### src/rtl/core/assert_macros.svh
// assertion macros for the core rtl
`ifndef ASSERT_MACROS_SVH
`define ASSERT_MACROS_SVH

`ifndef NO_ASSERTIONS
// expression holds at every rising clock edge outside reset
`define ASSERT_ALWAYS(lbl, clk, rst, expr) \
   lbl: assert property (@(posedge clk) disable iff (rst) (expr)) \
      else $error("invariant violated");
// antecedent implies consequent in the same cycle
`define ASSERT_IMPLY(lbl, clk, rst, ante, cons) \
   lbl: assert property (@(posedge clk) disable iff (rst) (ante) |-> (cons)) \
      else $error("implication violated");
`else
`define ASSERT_ALWAYS(lbl, clk, rst, expr)
`define ASSERT_IMPLY(lbl, clk, rst, ante, cons)
`endif

`endif

### src/rtl/core/ssmp_pkg.sv
package ssmp_pkg;

   // field widths
   localparam int DUTY_W   = 8;
   localparam int REV_W    = 16;
   localparam int RAMP_W   = 16;
   localparam int KIND_W   = 2;
   localparam int POS_W    = 2;
   localparam int STAT_W   = 2;
   localparam int CSR_AW   = 5;
   localparam int CSR_DW   = 32;
   localparam int CSR_IW   = 3;
   localparam int REQ_DW   = 8;
   localparam int RSP_DW   = 32;
   localparam int RSP_USED = DUTY_W + 3 + STAT_W + REV_W;

   // item kinds
   localparam logic [KIND_W-1:0] KIND_TICK  = 2'd0;
   localparam logic [KIND_W-1:0] KIND_PULSE = 2'd1;
   localparam logic [KIND_W-1:0] KIND_MOVE  = 2'd2;
   localparam logic [KIND_W-1:0] KIND_STOP  = 2'd3;

   // move positions
   localparam logic [POS_W-1:0] POS_FULL = 2'd0;
   localparam logic [POS_W-1:0] POS_HALF = 2'd1;
   localparam logic [POS_W-1:0] POS_DOWN = 2'd2;

   // status codes
   localparam logic [STAT_W-1:0] STAT_IDLE = 2'd0;
   localparam logic [STAT_W-1:0] STAT_DOWN = 2'd3;

   // register indexes
   localparam logic [CSR_IW-1:0] REG_START_DUTY = 3'd0;
   localparam logic [CSR_IW-1:0] REG_FULL_DUTY  = 3'd1;
   localparam logic [CSR_IW-1:0] REG_RAMP_TIME  = 3'd2;
   localparam logic [CSR_IW-1:0] REG_FULL_REVS  = 3'd3;
   localparam logic [CSR_IW-1:0] REG_HALF_REVS  = 3'd4;
   localparam logic [CSR_IW-1:0] REG_DOWN_REVS  = 3'd5;

   // register reset values
   localparam logic [DUTY_W-1:0] RST_START_DUTY = 8'd50;
   localparam logic [DUTY_W-1:0] RST_FULL_DUTY  = 8'd255;
   localparam logic [RAMP_W-1:0] RST_RAMP_TIME  = 16'd1000;
   localparam logic [REV_W-1:0]  RST_FULL_REVS  = 16'd10;
   localparam logic [REV_W-1:0]  RST_HALF_REVS  = 16'd5;
   localparam logic [REV_W-1:0]  RST_DOWN_REVS  = 16'd0;

   typedef struct packed {
      logic [DUTY_W-1:0] start_duty;
      logic [DUTY_W-1:0] full_duty;
      logic [RAMP_W-1:0] ramp_time_ms;
      logic [REV_W-1:0]  full_revs;
      logic [REV_W-1:0]  half_revs;
      logic [REV_W-1:0]  down_revs;
   } ssmp_cfg_type;

   // controller to datapath
   typedef struct packed {
      logic take_item;
      logic run_item;
      logic div_start;
      logic apply_step;
      logic load_rsp;
   } ssmp_cmd_type;

   // datapath to controller
   typedef struct packed {
      logic need_step;
      logic div_done;
      logic rsp_free;
   } ssmp_stat_type;

   typedef enum logic [1:0] {
      ST_IDLE,
      ST_EXEC,
      ST_DIV,
      ST_OUT
   } ssmp_state_type;

endpackage

### src/rtl/core/soft_start_motor_positioner_unit.sv
// soft start motor positioner
// req channel: one beat per event; tuser carries the kind (tick, sensor pulse,
// move, emergency stop), tdata carries the move position. rsp channel: one beat
// per req beat with the duty, bridge inputs, moving flag, status and the
// revolution count as they stand after that event.
// csr port: six registers at byte addresses 0 to 20, which the user must write
// only while no beat is in flight; the block does not enforce this. pready is
// always high and reads return the stored value. each beat is accepted in the
// idle state, run in the exec state and loaded into the result register in the
// out state; a tick that takes a ramp step also runs the step divider in the div
// state, one quotient bit a cycle over 8 + clog2(STEP_INTERVAL_MS + 1) bits.
// one beat is worked on at a time; the next one is accepted while the last
// result still waits in the output register, and a stalled rsp side holds
// further results back until that register frees.
// reset: motor stopped, count and target zero, step timer saturated, and the
// registers back at their defaults (start 50, full 255, ramp 1000 ms,
// targets 10, 5 and 0 revolutions).
module soft_start_motor_positioner_unit #(
   parameter int STEP_INTERVAL_MS = 10
) (
   input  logic                        clock,
   input  logic                        reset,
   // req_tdata: position[1:0], zeros[7:2]
   input  logic                        req_tvalid,
   output logic                        req_tready,
   input  logic [ssmp_pkg::REQ_DW-1:0] req_tdata,
   // req_tuser: kind[1:0]
   input  logic [ssmp_pkg::KIND_W-1:0] req_tuser,
   // rsp_tdata: duty[7:0], drive_forward[8], drive_reverse[9], is_moving[10],
   // status[12:11], rev_count[28:13], zeros[31:29]
   output logic                        rsp_tvalid,
   input  logic                        rsp_tready,
   output logic [ssmp_pkg::RSP_DW-1:0] rsp_tdata,
   input  logic                        csr_psel,
   input  logic                        csr_penable,
   input  logic                        csr_pwrite,
   input  logic [ssmp_pkg::CSR_AW-1:0] csr_paddr,
   input  logic [ssmp_pkg::CSR_DW-1:0] csr_pwdata,
   output logic [ssmp_pkg::CSR_DW-1:0] csr_prdata,
   output logic                        csr_pready
);
   import ssmp_pkg::*;

   ssmp_cfg_type  cfg;
   ssmp_cmd_type  cmd;
   ssmp_stat_type stat;

   ssmp_csr u_csr (
      .clock       (clock),
      .reset       (reset),
      .csr_psel    (csr_psel),
      .csr_penable (csr_penable),
      .csr_pwrite  (csr_pwrite),
      .csr_paddr   (csr_paddr),
      .csr_pwdata  (csr_pwdata),
      .csr_prdata  (csr_prdata),
      .csr_pready  (csr_pready),
      .cfg         (cfg)
   );

   ssmp_ctrl u_ctrl (
      .clock      (clock),
      .reset      (reset),
      .req_tvalid (req_tvalid),
      .req_tready (req_tready),
      .stat       (stat),
      .cmd        (cmd)
   );

   ssmp_datapath #(
      .STEP_INTERVAL_MS (STEP_INTERVAL_MS)
   ) u_datapath (
      .clock      (clock),
      .reset      (reset),
      .cmd        (cmd),
      .stat       (stat),
      .cfg        (cfg),
      .req_kind   (req_tuser),
      .req_pos    (req_tdata[POS_W-1:0]),
      .rsp_tready (rsp_tready),
      .rsp_tvalid (rsp_tvalid),
      .rsp_tdata  (rsp_tdata)
   );

endmodule

### src/rtl/core/ssmp_csr.sv
module ssmp_csr (
   input  logic                          clock,
   input  logic                          reset,
   input  logic                          csr_psel,
   input  logic                          csr_penable,
   input  logic                          csr_pwrite,
   input  logic [ssmp_pkg::CSR_AW-1:0]   csr_paddr,
   input  logic [ssmp_pkg::CSR_DW-1:0]   csr_pwdata,
   output logic [ssmp_pkg::CSR_DW-1:0]   csr_prdata,
   output logic                          csr_pready,
   output ssmp_pkg::ssmp_cfg_type        cfg
);
   import ssmp_pkg::*;

   ssmp_cfg_type      cfg_ff, cfg_in;
   logic [CSR_IW-1:0] index;
   logic              wr_en;

   assign csr_pready = 1'b1;
   assign index      = csr_paddr[CSR_AW-1:2];
   assign wr_en      = csr_psel && csr_penable && csr_pwrite && csr_pready;
   assign cfg        = cfg_ff;

   // register write decode
   always_comb begin
      cfg_in = cfg_ff;
      if (wr_en) begin
         case (index)
            REG_START_DUTY: cfg_in.start_duty   = csr_pwdata[DUTY_W-1:0];
            REG_FULL_DUTY:  cfg_in.full_duty    = csr_pwdata[DUTY_W-1:0];
            REG_RAMP_TIME:  cfg_in.ramp_time_ms = csr_pwdata[RAMP_W-1:0];
            REG_FULL_REVS:  cfg_in.full_revs    = csr_pwdata[REV_W-1:0];
            REG_HALF_REVS:  cfg_in.half_revs    = csr_pwdata[REV_W-1:0];
            REG_DOWN_REVS:  cfg_in.down_revs    = csr_pwdata[REV_W-1:0];
            default: ;
         endcase
      end
   end

   always_ff @(posedge clock) begin
      if (reset) begin
         cfg_ff.start_duty   <= RST_START_DUTY;
         cfg_ff.full_duty    <= RST_FULL_DUTY;
         cfg_ff.ramp_time_ms <= RST_RAMP_TIME;
         cfg_ff.full_revs    <= RST_FULL_REVS;
         cfg_ff.half_revs    <= RST_HALF_REVS;
         cfg_ff.down_revs    <= RST_DOWN_REVS;
      end else begin
         cfg_ff <= cfg_in;
      end
   end

   // register read mux
   always_comb begin
      case (index)
         REG_START_DUTY: csr_prdata = CSR_DW'(cfg_ff.start_duty);
         REG_FULL_DUTY:  csr_prdata = CSR_DW'(cfg_ff.full_duty);
         REG_RAMP_TIME:  csr_prdata = CSR_DW'(cfg_ff.ramp_time_ms);
         REG_FULL_REVS:  csr_prdata = CSR_DW'(cfg_ff.full_revs);
         REG_HALF_REVS:  csr_prdata = CSR_DW'(cfg_ff.half_revs);
         REG_DOWN_REVS:  csr_prdata = CSR_DW'(cfg_ff.down_revs);
         default:        csr_prdata = '0;
      endcase
   end

endmodule

### src/rtl/core/ssmp_div.sv
module ssmp_div #(
   parameter int DW = 12,
   parameter int VW = 16
) (
   input  logic          clock,
   input  logic          reset,
   input  logic          start,
   input  logic [DW-1:0] dividend,
   input  logic [VW-1:0] divisor,
   output logic          done,
   output logic [DW-1:0] quotient
);
   import ssmp_pkg::*;

   localparam int CW = $clog2(DW + 1);

   logic [VW-1:0] rem_ff, rem_in;
   logic [DW-1:0] work_ff, work_in;
   logic [VW-1:0] dvs_ff, dvs_in;
   logic [CW-1:0] cnt_ff, cnt_in;
   logic          busy_ff, busy_in;
   logic          done_ff, done_in;
   logic [VW:0]   trial;
   logic [VW:0]   diff;
   logic          fits;

   // one quotient bit per cycle, restoring
   always_comb begin
      trial   = {rem_ff, work_ff[DW-1]};
      diff    = trial - {1'b0, dvs_ff};
      fits    = trial >= {1'b0, dvs_ff};
      rem_in  = rem_ff;
      work_in = work_ff;
      dvs_in  = dvs_ff;
      cnt_in  = cnt_ff;
      busy_in = busy_ff;
      done_in = 1'b0;
      if (start) begin
         rem_in  = '0;
         work_in = dividend;
         dvs_in  = divisor;
         cnt_in  = CW'(DW);
         busy_in = 1'b1;
      end else if (busy_ff) begin
         rem_in  = fits ? diff[VW-1:0] : trial[VW-1:0];
         work_in = {work_ff[DW-2:0], fits};
         cnt_in  = cnt_ff - CW'(1);
         if (cnt_ff == CW'(1)) begin
            busy_in = 1'b0;
            done_in = 1'b1;
         end
      end
   end

   always_ff @(posedge clock) begin
      if (reset) begin
         busy_ff <= 1'b0;
         done_ff <= 1'b0;
         cnt_ff  <= '0;
      end else begin
         busy_ff <= busy_in;
         done_ff <= done_in;
         cnt_ff  <= cnt_in;
      end
      rem_ff  <= rem_in;
      work_ff <= work_in;
      dvs_ff  <= dvs_in;
   end

   assign done     = done_ff;
   assign quotient = work_ff;

endmodule

### src/rtl/core/ssmp_datapath.sv
`include "assert_macros.svh"

module ssmp_datapath #(
   parameter int STEP_INTERVAL_MS = 10
) (
   input  logic                          clock,
   input  logic                          reset,
   input  ssmp_pkg::ssmp_cmd_type        cmd,
   output ssmp_pkg::ssmp_stat_type       stat,
   input  ssmp_pkg::ssmp_cfg_type        cfg,
   input  logic [ssmp_pkg::KIND_W-1:0]   req_kind,
   input  logic [ssmp_pkg::POS_W-1:0]    req_pos,
   input  logic                          rsp_tready,
   output logic                          rsp_tvalid,
   output logic [ssmp_pkg::RSP_DW-1:0]   rsp_tdata
);
   import ssmp_pkg::*;

   localparam int MSW = $clog2(STEP_INTERVAL_MS + 1);
   localparam int DW  = DUTY_W + MSW;
   localparam int SW  = DW + 1;
   localparam logic [MSW-1:0] STEP_MS = MSW'(STEP_INTERVAL_MS);

   logic [KIND_W-1:0] kind_ff, kind_in;
   logic [POS_W-1:0]  pos_ff, pos_in;
   logic              moving_ff, moving_in;
   logic              ramping_ff, ramping_in;
   logic [DUTY_W-1:0] duty_ff, duty_in;
   logic [REV_W-1:0]  count_ff, count_in;
   logic [REV_W-1:0]  target_ff, target_in;
   logic [MSW-1:0]    ms_ff, ms_in;
   logic              fwd_ff, fwd_in;
   logic              rev_ff, rev_in;
   logic [STAT_W-1:0] status_ff, status_in;
   logic              rsp_valid_ff, rsp_valid_in;
   logic [RSP_DW-1:0] rsp_data_ff, rsp_data_in;

   logic [MSW-1:0]    ms_inc;
   logic              need_step;
   logic              reached;
   logic              halt;
   logic [DUTY_W-1:0] span;
   logic [DW-1:0]     dividend;
   logic [RAMP_W-1:0] divisor;
   logic              div_done;
   logic [DW-1:0]     quotient;
   logic [DW-1:0]     step;
   logic [SW-1:0]     sum;

   // ramp step size: span * interval / ramp time
   assign span     = (cfg.full_duty > cfg.start_duty) ? (cfg.full_duty - cfg.start_duty) : '0;
   assign dividend = DW'(span) * DW'(STEP_MS);
   assign divisor  = (cfg.ramp_time_ms == '0) ? RAMP_W'(1) : cfg.ramp_time_ms;

   ssmp_div #(
      .DW (DW),
      .VW (RAMP_W)
   ) u_div (
      .clock    (clock),
      .reset    (reset),
      .start    (cmd.div_start),
      .dividend (dividend),
      .divisor  (divisor),
      .done     (div_done),
      .quotient (quotient)
   );

   assign step = (quotient == '0) ? DW'(1) : quotient;
   assign sum  = SW'(duty_ff) + SW'(step);

   // status back to the controller
   assign ms_inc         = (ms_ff < STEP_MS) ? ms_ff + MSW'(1) : ms_ff;
   assign need_step      = (kind_ff == KIND_TICK) && moving_ff && ramping_ff &&
                           (ms_inc >= STEP_MS);
   assign reached        = count_ff >= target_ff;
   assign stat.need_step = need_step;
   assign stat.div_done  = div_done;
   assign stat.rsp_free  = !rsp_valid_ff || rsp_tready;

   // motor state update
   always_comb begin
      kind_in      = kind_ff;
      pos_in       = pos_ff;
      moving_in    = moving_ff;
      ramping_in   = ramping_ff;
      duty_in      = duty_ff;
      count_in     = count_ff;
      target_in    = target_ff;
      ms_in        = ms_ff;
      fwd_in       = fwd_ff;
      rev_in       = rev_ff;
      status_in    = status_ff;
      rsp_valid_in = rsp_valid_ff;
      rsp_data_in  = rsp_data_ff;
      halt         = 1'b0;

      if (cmd.take_item) begin
         kind_in = req_kind;
         pos_in  = req_pos;
      end

      if (cmd.run_item) begin
         case (kind_ff)
            KIND_TICK: begin
               if (need_step) begin
                  ms_in = '0;
               end else begin
                  ms_in = ms_inc;
                  halt  = moving_ff && reached;
               end
            end
            KIND_PULSE: begin
               if (count_ff != '1) begin
                  count_in = count_ff + REV_W'(1);
               end
            end
            KIND_MOVE: begin
               // position code three is ignored
               if (pos_ff == POS_FULL || pos_ff == POS_HALF || pos_ff == POS_DOWN) begin
                  count_in   = '0;
                  moving_in  = 1'b1;
                  ramping_in = 1'b1;
                  duty_in    = cfg.start_duty;
                  fwd_in     = pos_ff != POS_DOWN;
                  rev_in     = pos_ff == POS_DOWN;
                  status_in  = STAT_W'(pos_ff) + STAT_W'(1);
                  case (pos_ff)
                     POS_FULL: target_in = cfg.full_revs;
                     POS_HALF: target_in = cfg.half_revs;
                     default:  target_in = cfg.down_revs;
                  endcase
               end
            end
            default: begin
               halt = 1'b1;
            end
         endcase
      end

      // ramp step, then the target check of the same tick
      if (cmd.apply_step) begin
         if (sum >= SW'(cfg.full_duty)) begin
            duty_in    = cfg.full_duty;
            ramping_in = 1'b0;
         end else begin
            duty_in = sum[DUTY_W-1:0];
         end
         halt = reached;
      end

      if (halt) begin
         duty_in   = '0;
         fwd_in    = 1'b0;
         rev_in    = 1'b0;
         moving_in = 1'b0;
         status_in = STAT_IDLE;
      end

      // result register
      if (cmd.load_rsp) begin
         rsp_valid_in = 1'b1;
         rsp_data_in  = {{(RSP_DW - RSP_USED){1'b0}}, count_ff, status_ff, moving_ff,
                         rev_ff, fwd_ff, duty_ff};
      end else if (rsp_tready) begin
         rsp_valid_in = 1'b0;
      end
   end

   always_ff @(posedge clock) begin
      if (reset) begin
         moving_ff    <= 1'b0;
         ramping_ff   <= 1'b0;
         duty_ff      <= '0;
         count_ff     <= '0;
         target_ff    <= '0;
         ms_ff        <= STEP_MS;
         fwd_ff       <= 1'b0;
         rev_ff       <= 1'b0;
         status_ff    <= STAT_IDLE;
         rsp_valid_ff <= 1'b0;
      end else begin
         moving_ff    <= moving_in;
         ramping_ff   <= ramping_in;
         duty_ff      <= duty_in;
         count_ff     <= count_in;
         target_ff    <= target_in;
         ms_ff        <= ms_in;
         fwd_ff       <= fwd_in;
         rev_ff       <= rev_in;
         status_ff    <= status_in;
         rsp_valid_ff <= rsp_valid_in;
      end
      kind_ff     <= kind_in;
      pos_ff      <= pos_in;
      rsp_data_ff <= rsp_data_in;
   end

   assign rsp_tvalid = rsp_valid_ff;
   assign rsp_tdata  = rsp_data_ff;

   // consistency of the drive state
   `ASSERT_ALWAYS(a_moving_status, clock, reset, moving_ff == (status_ff != STAT_IDLE))
   `ASSERT_ALWAYS(a_bridge_dir, clock, reset, rev_ff == (status_ff == STAT_DOWN))
   `ASSERT_IMPLY(a_stopped_duty, clock, reset, !moving_ff, duty_ff == '0 && !fwd_ff && !rev_ff)

endmodule

### src/rtl/core/ssmp_ctrl.sv
module ssmp_ctrl (
   input  logic                     clock,
   input  logic                     reset,
   input  logic                     req_tvalid,
   output logic                     req_tready,
   input  ssmp_pkg::ssmp_stat_type  stat,
   output ssmp_pkg::ssmp_cmd_type   cmd
);
   import ssmp_pkg::*;

   ssmp_state_type state_ff, state_in;

   // next state
   always_comb begin
      state_in = state_ff;
      case (state_ff)
         ST_IDLE: if (req_tvalid) begin
            state_in = ST_EXEC;
         end
         ST_EXEC: state_in = stat.need_step ? ST_DIV : ST_OUT;
         ST_DIV:  if (stat.div_done) begin
            state_in = ST_OUT;
         end
         ST_OUT:  if (stat.rsp_free) begin
            state_in = ST_IDLE;
         end
         default: state_in = ST_IDLE;
      endcase
   end

   // commands
   always_comb begin
      cmd        = '0;
      req_tready = 1'b0;
      case (state_ff)
         ST_IDLE: begin
            req_tready    = 1'b1;
            cmd.take_item = req_tvalid;
         end
         ST_EXEC: begin
            cmd.run_item  = 1'b1;
            cmd.div_start = stat.need_step;
         end
         ST_DIV:  cmd.apply_step = stat.div_done;
         ST_OUT:  cmd.load_rsp   = stat.rsp_free;
         default: ;
      endcase
   end

   always_ff @(posedge clock) begin
      if (reset) begin
         state_ff <= ST_IDLE;
      end else begin
         state_ff <= state_in;
      end
   end

endmodule

### config.mk
export PLATFORM = sky130hd
export DESIGN_NAME = soft_start_motor_positioner_unit
export DESIGN_NICKNAME = d
export VERILOG_FILES = /design/src/rtl/core/ssmp_pkg.sv /design/src/rtl/core/soft_start_motor_positioner_unit.sv /design/src/rtl/core/ssmp_csr.sv /design/src/rtl/core/ssmp_div.sv /design/src/rtl/core/ssmp_datapath.sv /design/src/rtl/core/ssmp_ctrl.sv
export VERILOG_INCLUDE_DIRS = /design/src /design/src/rtl/core
export SDC_FILE = /design/constraint.sdc
export NUM_CORES = 1
export LEC_CHECK = 0
export ABC_AREA = 1
export BUFFER_PORTS_ARGS = -buffer_cell sky130_fd_sc_hd__buf_4
export CAP_MARGIN = 5
export CELL_PAD_IN_SITES_DETAIL_PLACEMENT = 0
export CELL_PAD_IN_SITES_GLOBAL_PLACEMENT = 1
export CORE_ASPECT_RATIO = 1.1
export CORE_MARGIN = 1.5
export CORE_UTILIZATION = 40
export CTS_CLUSTER_SIZE = 24
export DETAILED_ROUTE_END_ITERATION = 8
export PLACE_DENSITY = 0.85
export SLEW_MARGIN = 20
export SYNTH_ARGS = -nofsm -noshare
export SYNTH_HDL_FRONTEND = slang
export SYNTH_HIERARCHICAL = 1
export SYNTH_SLANG_ARGS = --single-unit
### constraint.sdc
create_clock -name clock -period 4.3 [get_ports clock]
set_clock_uncertainty 0.15 [all_clocks]
set_input_delay 0.215 -clock clock [delete_from_list [all_inputs] [get_ports clock]]
set_output_delay 0.215 -clock clock [all_outputs]
set_load 0.01 [all_outputs]
* Word-level counts from Yosys, hierarchy flattened
Cells that the tools add are included.
** Word-level totals
- Register bits :: 216
- Output and inout port bits :: 67
- Logic and storage cells :: 144
** Operators by class
- Add/subtract/negate cells :: 7
- Multipliers :: 1
- Order comparisons :: 6
- Eq/ne operators :: 20
- Muxes and demuxes :: 44
- Bitwise gates (word level) :: 1
- Reductions and logical operators :: 37
** Operators by type and width (number)
- 16-bit one-hot mux with 6 select lines :: 1
- 16-bit one-hot mux with 2 select lines :: 2
- 16-bit two-way mux :: 3
- 8-bit two-way mux :: 6
- 12-bit two-way mux :: 3
- 1-bit two-way mux :: 19
- 17-bit by 16-bit greater-or-equal comparator with 1-bit output :: 1
- 16-bit by 1-bit adder with 16-bit output, second input constant :: 1
- 16-bit greater-or-equal comparator :: 1
- 16-bit zero test :: 1
- 4-bit two-way mux :: 4
- 16-bit != test, second input constant :: 1
- 16-bit subtractor :: 1
- 2-bit AND reduction :: 7
- 8-bit by 12-bit adder with 13-bit output :: 1
- 13-bit by 8-bit greater-or-equal comparator with 1-bit output :: 1
- 12-bit zero test :: 1
- 2-bit nonzero test :: 6
- 8-bit by 3-bit multiplier with 11-bit output, second input constant :: 1
- 3-bit AND reduction :: 3
- 2-bit equality test, second input constant :: 4
- 8-bit greater-than comparator :: 1
- 2-bit two-way mux :: 4
- 2-bit by 1-bit != test with 1-bit output, second input constant :: 4
- 23 further kinds :: 39

* Depth between registers and ports, before layout
- Depth after elaboration :: 9
- Mapped depth :: 23

* Cells and area by module
The synthesis kept the hierarchy.
** Modules (own cells, without submodules)
- ssmp_datapath :: instances 1, cells each 778, area an instance 5854.4 µm²
- ssmp_csr :: instances 1, cells each 635, area an instance 4060.1 µm²
- ssmp_div :: instances 1, cells each 444, area an instance 3161.8 µm²
- ssmp_ctrl :: instances 1, cells each 37, area an instance 230.2 µm²

* Worst setup path after synthesis
OpenSTA, ideal clock, no wires.
- Path type :: flip-flop to flip-flop
- Start point :: reg u_csr.cfg_ff (netlist bit u_csr/cfg[64])
- End point :: reg u_datapath.u_div.work_ff[11], in the netlist u_datapath/u_div/quotient[11] (data pin)
- Setup time :: 0.253 ns
- Data arrival time :: 3.157 ns
- Required time :: 3.897 ns
- Path slack :: 0.740 ns
- Cell stages (with the launch flop) :: 23
- Path buffers :: 0
- Cells stage by stage :: dfxtp_1 -> inv_1 -> ha_1 -> inv_1 -> fa_1 -> nand2_1 -> nand2_1 -> nand2_1 -> a21boi_0 -> o21ai_0 -> a21oi_1 -> ha_1 -> ha_1 -> a21oi_1 -> inv_1 -> a31oi_1 -> nor2_1 -> o21ai_0 -> nand2_1 -> a21oi_1 -> nor2_1 -> nand2_1 -> nand2_1
** On the way
- Word-level cells in the longest chain between the ends :: 4
- Elaborated cells between the ends (all ways) :: 5
** RTL lines
- start: declaration :: RTL line ssmp_csr.sv:15 : ssmp_cfg_type cfg_ff, cfg_in;
- start signal: assignment :: RTL line ssmp_csr.sv:49 : cfg_ff <= cfg_in;
- 8-bit subtractor or 8-bit greater-than comparator (tied branches) :: RTL line ssmp_datapath.sv:51 : assign span = (cfg.full_duty > cfg.start_duty) ? (cfg.full_duty - cfg.start_duty) : '0;
- 8-bit two-way mux * :: RTL line ssmp_datapath.sv:51
- 8-bit by 3-bit multiplier with 11-bit output * :: RTL line ssmp_datapath.sv:52 : assign dividend = DW'(span) * DW'(STEP_MS);
- named net u_datapath.dividend[11] :: RTL line ssmp_datapath.sv:43 : logic [DW-1:0] dividend;
- 12-bit two-way mux * :: RTL line ssmp_div.sv:38 : if (start) begin
- named net u_datapath.u_div.work_in[11] :: RTL line ssmp_div.sv:18 : logic [DW-1:0] work_ff, work_in;
- end signal: assignment :: RTL line ssmp_div.sv:66 : work_ff <= work_in;
- end: declaration :: RTL line ssmp_div.sv:18
The timed path passes the listed nets; every way through them passes the cells marked *.
A chain may end at the register's enable or synchronous reset.

* Worst setup path in the final report
- Start point :: reg u_datapath.u_div.work_ff[8], in the netlist u_datapath/u_div/quotient[8]
- End point :: reg u_datapath.duty_ff[5]
** On the way
- Word-level cells in the longest chain between the ends :: 6
** RTL lines
- 12-bit zero test :: RTL line ssmp_datapath.sv:68 : assign step = (quotient == '0) ? DW'(1) : quotient;
- 12-bit two-way mux * :: RTL line ssmp_datapath.sv:68
- 8-bit by 12-bit adder with 13-bit output * :: RTL line ssmp_datapath.sv:69 : assign sum = SW'(duty_ff) + SW'(step);
- 13-bit by 8-bit greater-or-equal comparator with 1-bit output :: RTL line ssmp_datapath.sv:142 : if (sum >= SW'(cfg.full_duty)) begin
- 8-bit two-way mux * :: RTL line ssmp_datapath.sv:142
- 8-bit two-way mux * :: RTL line ssmp_datapath.sv:141 : if (cmd.apply_step) begin
- end signal: assignment :: RTL line ssmp_datapath.sv:184 : duty_ff <= duty_in;
- end: declaration :: RTL line ssmp_datapath.sv:28 : logic [DUTY_W-1:0] duty_ff, duty_in;
Mark *: on every way between the ends. The rest lies on a longest branch, timed or not.

==> results.toml <==
[outcome]
status = "finished clean"

[routing]
vias = 11900
wl_per_cell_um = 15.3
drt-total-wl_um = 36500
drc = 0
vias_per_cell = 4.96
drtPass1Iterations = 6
drt_first_iter_violations = 771
ant_nets = 0

[logic_synthesis]
synth_commonest_cells = "nand2_1 (529), inv_1 (252), nor2_1 (207), nand3_1 (170), dfxtp_1 (155)"
yosysTopAreaCellShare_pct = 23.3
synth_area_per_cell_um2 = 7.03
yosys_register_bits = 216
synth_area_leaders = "dfxtp_1 (23%), nand2_1 (15%), edfxtp_1 (14%), ha_1 (7.8%), inv_1 (7.1%)"
synth_most_common_cell = "nand2_1"
netlist_area_um2 = 13300
ys.flop_type = "dfxtp_1"
synth_area_leader_cell = "dfxtp_1"
yosys_warnings = 6
syn_inst = 1894
async_reset_ff_share_pct = 0
synth_edf_count = 61
ys_seq_area_share_pct = 37.1
synth_cell_types = 48

[final_layout]
syn2layout_area_growth_pct = 13.8
drive_gt1_share_pct = 9.93
seq_area_um2 = 4930
diodes = 0
fillCellCount = 3289
final_nets = 2087
multiInputGateArea_um2 = 6880

[timing]
relSlewSlack_pct = 47.3
max_freq_ghz = 0.256
fin_crit_sh_pct = 91.0
slew_violations = 0
finalSetupTns_ns = 0
setup_ws_ns = 0.389
period_needed_ns = 3.91
setup_viol = 0
rsz0062_at_grt = "false"
worst_pin_slew_ns = 0.789
hold_viol_final = 0
hold-worst-slack_ns = 0.118

[floorplanning]
core-area_um2 = 32500
fp.dieH_um = 194
row_count = 69
die-area_um2 = 34400
pin_count = 121
start_util_pct = 40.9
fp.dieW_um = 177

[critical_path]
required_ns = 4.56
start_kind = "flip-flop"
worstPathArrival_ns = 4.17
r2r_cells = 23
timing.reg2reg.setup_slack_ns = 0.39
critPathCaptureType = "flip-flop"
criticalPathCategory = "reg2reg"
cp_max_fo = 9
worstReg2RegEnd = "u_datapath/duty_ff[5]$_SDFFE_PP0P_"
reg2reg_from = "u_datapath/u_div/quotient[8]$_DFFE_PP_"

[global_route]
grt_pass1_wl_um = 58600
grt-ovfl-total = 0
globalRouteMet3Util_pct = 2.33
grtUsageMet2_pct = 36.5
grt_antenna_before_repair = 0
grt_usage_pct = 21.2
busiest_layer = "met2"
grt_pass1_vias = 11200
grtUsageMet1_pct = 27.4
grt_max_degree = 46

[power_and_ir_drop]
ir_worst_vdd_v = 0.000341
cellPowerDensity_nw_per_um2 = 364
p_leak_nw = 7.24

[run]
max-cap-violations = 0

[placed_design]
place_ws_ns = 0.397
place.gp.congestion = 0.866
hpwl_um = 25900
portBuffers = 76

[hold_path]
min_path_type = "in2reg"
whs_path_depth = 5
min_to = "u_csr/cfg[77]$_SDFFE_PP1P_"
min_from = "csr_penable"

[clocking]
cts_tree = "yes"
cts.sinks = 216
insertion_delay_ns = 0.52
htree_num_levels = 1
cts.clk_slew.worst_paths_ns = 0.06
cts_setup_buffers = 0
cts_max_path_buffers = 3
cts-root-buf = "clkbuf_16"
cts_buffers = 24
## layout make-up
| class | instances | share of cell area [%] |
|---|---|---|
| sequential | 216 | 32.6 |
| clock inverter | 13 | 1.30 |
| timing repair buffer | 114 | 6.05 |
| tap | 426 | 3.52 |
| clock buffer | 31 | 4.48 |
| inverter | 266 | 6.60 |
| multi-input combinational | 1324 | 45.5 |
## power breakdown
part | internal (mW) | switching [mW] | leakage [nW] | total, mW
combinational | 0.337 | 0.632 | 5.01 | 0.969
clock | 1.41 | 0.857 | 0.422 | 2.27
sequential | 2.20 | 0.0795 | 1.81 | 2.28
## cells in the final DEF (no fill, tap or decap), types with 8 or more instances in the layout
master / count
xor2_1: 15
nor3_1: 16
nand3_1: 170
buf_4: 90
o211ai_1: 23
nor2_1: 207
inv_2: 12
a21oi_1: 77
nand2_2: 16
nand4_1: 60
ha_1: 83
nor2_4: 8
dlygate4sd3_1: 24
inv_1: 252
nand2_1: 529
nor4_1: 8
o21ai_0: 27
xnor2_1: 8
edfxtp_1: 61
dfxtp_1: 155
clkbuf_16: 25
conb_1: 21
## cell families (layout without fill, tap and decap cells)
group / Yosys count / in the layout / synth area share (%)
AO/OA/AOI/OAI: 150 / 150 / 6.48
XOR/XNOR: 23 / 23 / 1.51
adder cells (fa/ha/maj): 87 / 87 / 8.41
buffers and inverters: 372 / 424 / 11.7
flip-flops: 216 / 216 / 37.1
other: 3 / 21 / 0.0846
AND/OR/NAND/NOR: 1043 / 1043 / 34.7
## worst max-delay path, stage by stage, from the launching register on
cell,delay (ns)
edfxtp_1,0.54
nor4_1,0.32
a31o_2,0.19
ha_1,0.25
fa_1,0.25
nand2_1,0.06
inv_1,0.07
nand2_1,0.06
nand2_2,0.09
nand2_1,0.05
nand2_1,0.06
xor2_1,0.22
inv_1,0.07
ha_1,0.29
nand2_1,0.09
nor2_1,0.05
a31oi_1,0.24
nand3_4,0.13
nor2_8,0.20
nand3_4,0.15
nand2_1,0.10
nand3_1,0.06
nand2_1,0.07
nor2_1,0.04
## metal layers
layer | share of wire (%) | vias up
met5 | 0 | -
met2 | 48 | 295
li1 | - | 6113
met1 | 44 | 5389
met3 | 4.8 | 60
met4 | 3.0 | 0
## registers in the layout (all words and copies together) (netlist names), 4 cells and up
name                       cells
u_datapath/count_ff           16
u_datapath/rsp_tdata          29
u_csr/cfg                     80
u_datapath/u_div/quotient     12
u_datapath/u_div/dvs_ff       16
u_datapath/duty_ff             8
u_datapath/u_div/cnt_ff        4
u_datapath/target_ff          16
u_datapath/u_div/rem_ff       16
u_datapath/ms_ff               4
## metrics by stage
stage / instances / util (%) / power [mW] / area (um2)
5_1_grt: 2390 / 46.5 / 5.77 / 15100
4_1_cts: 2390 / 46.5 / 5.56 / 15100
3_5_place_dp: 2322 / 43.1 / 3.27 / 14000
3_3_place_gp: 2322 / 43.1 / 3.25 / 14000
2_1_floorplan: 1912 / - / 2.96 / 13400
6_report: 2390 / 46.5 / 5.51 / 15100
## how the worst max path moves through the flow
stage	start	end	slack, ns	cells after the start
detailed placement	u_datapath/u_div/quotient[8]$_DFFE_PP_	u_datapath/duty_ff[5]$_SDFFE_PP0P_	0.40	23
global placement	u_csr/cfg[64]$_SDFFE_PP1P_	u_datapath/u_div/quotient[11]$_DFFE_PP_	0.46	22
CTS	u_datapath/u_div/quotient[8]$_DFFE_PP_	u_datapath/duty_ff[5]$_SDFFE_PP0P_	0.38	23
global route	u_datapath/u_div/quotient[8]$_DFFE_PP_	u_datapath/duty_ff[7]$_SDFFE_PP0P_	0.04	23
floorplan	u_csr/cfg[64]$_SDFFE_PP1P_	u_datapath/u_div/quotient[11]$_DFFE_PP_	0.74	22
finish	u_datapath/u_div/quotient[8]$_DFFE_PP_	u_datapath/duty_ff[5]$_SDFFE_PP0P_	0.39	23
## timing repair
action / in CTS / in global routing
hold endpoints to repair: 95 / 0
resized for setup: 0 / 1
endpoints found under the setup margin: 0 / 1
hold buffers: 24 / 0
Note: power is estimated with default switching activity, not from simulation.
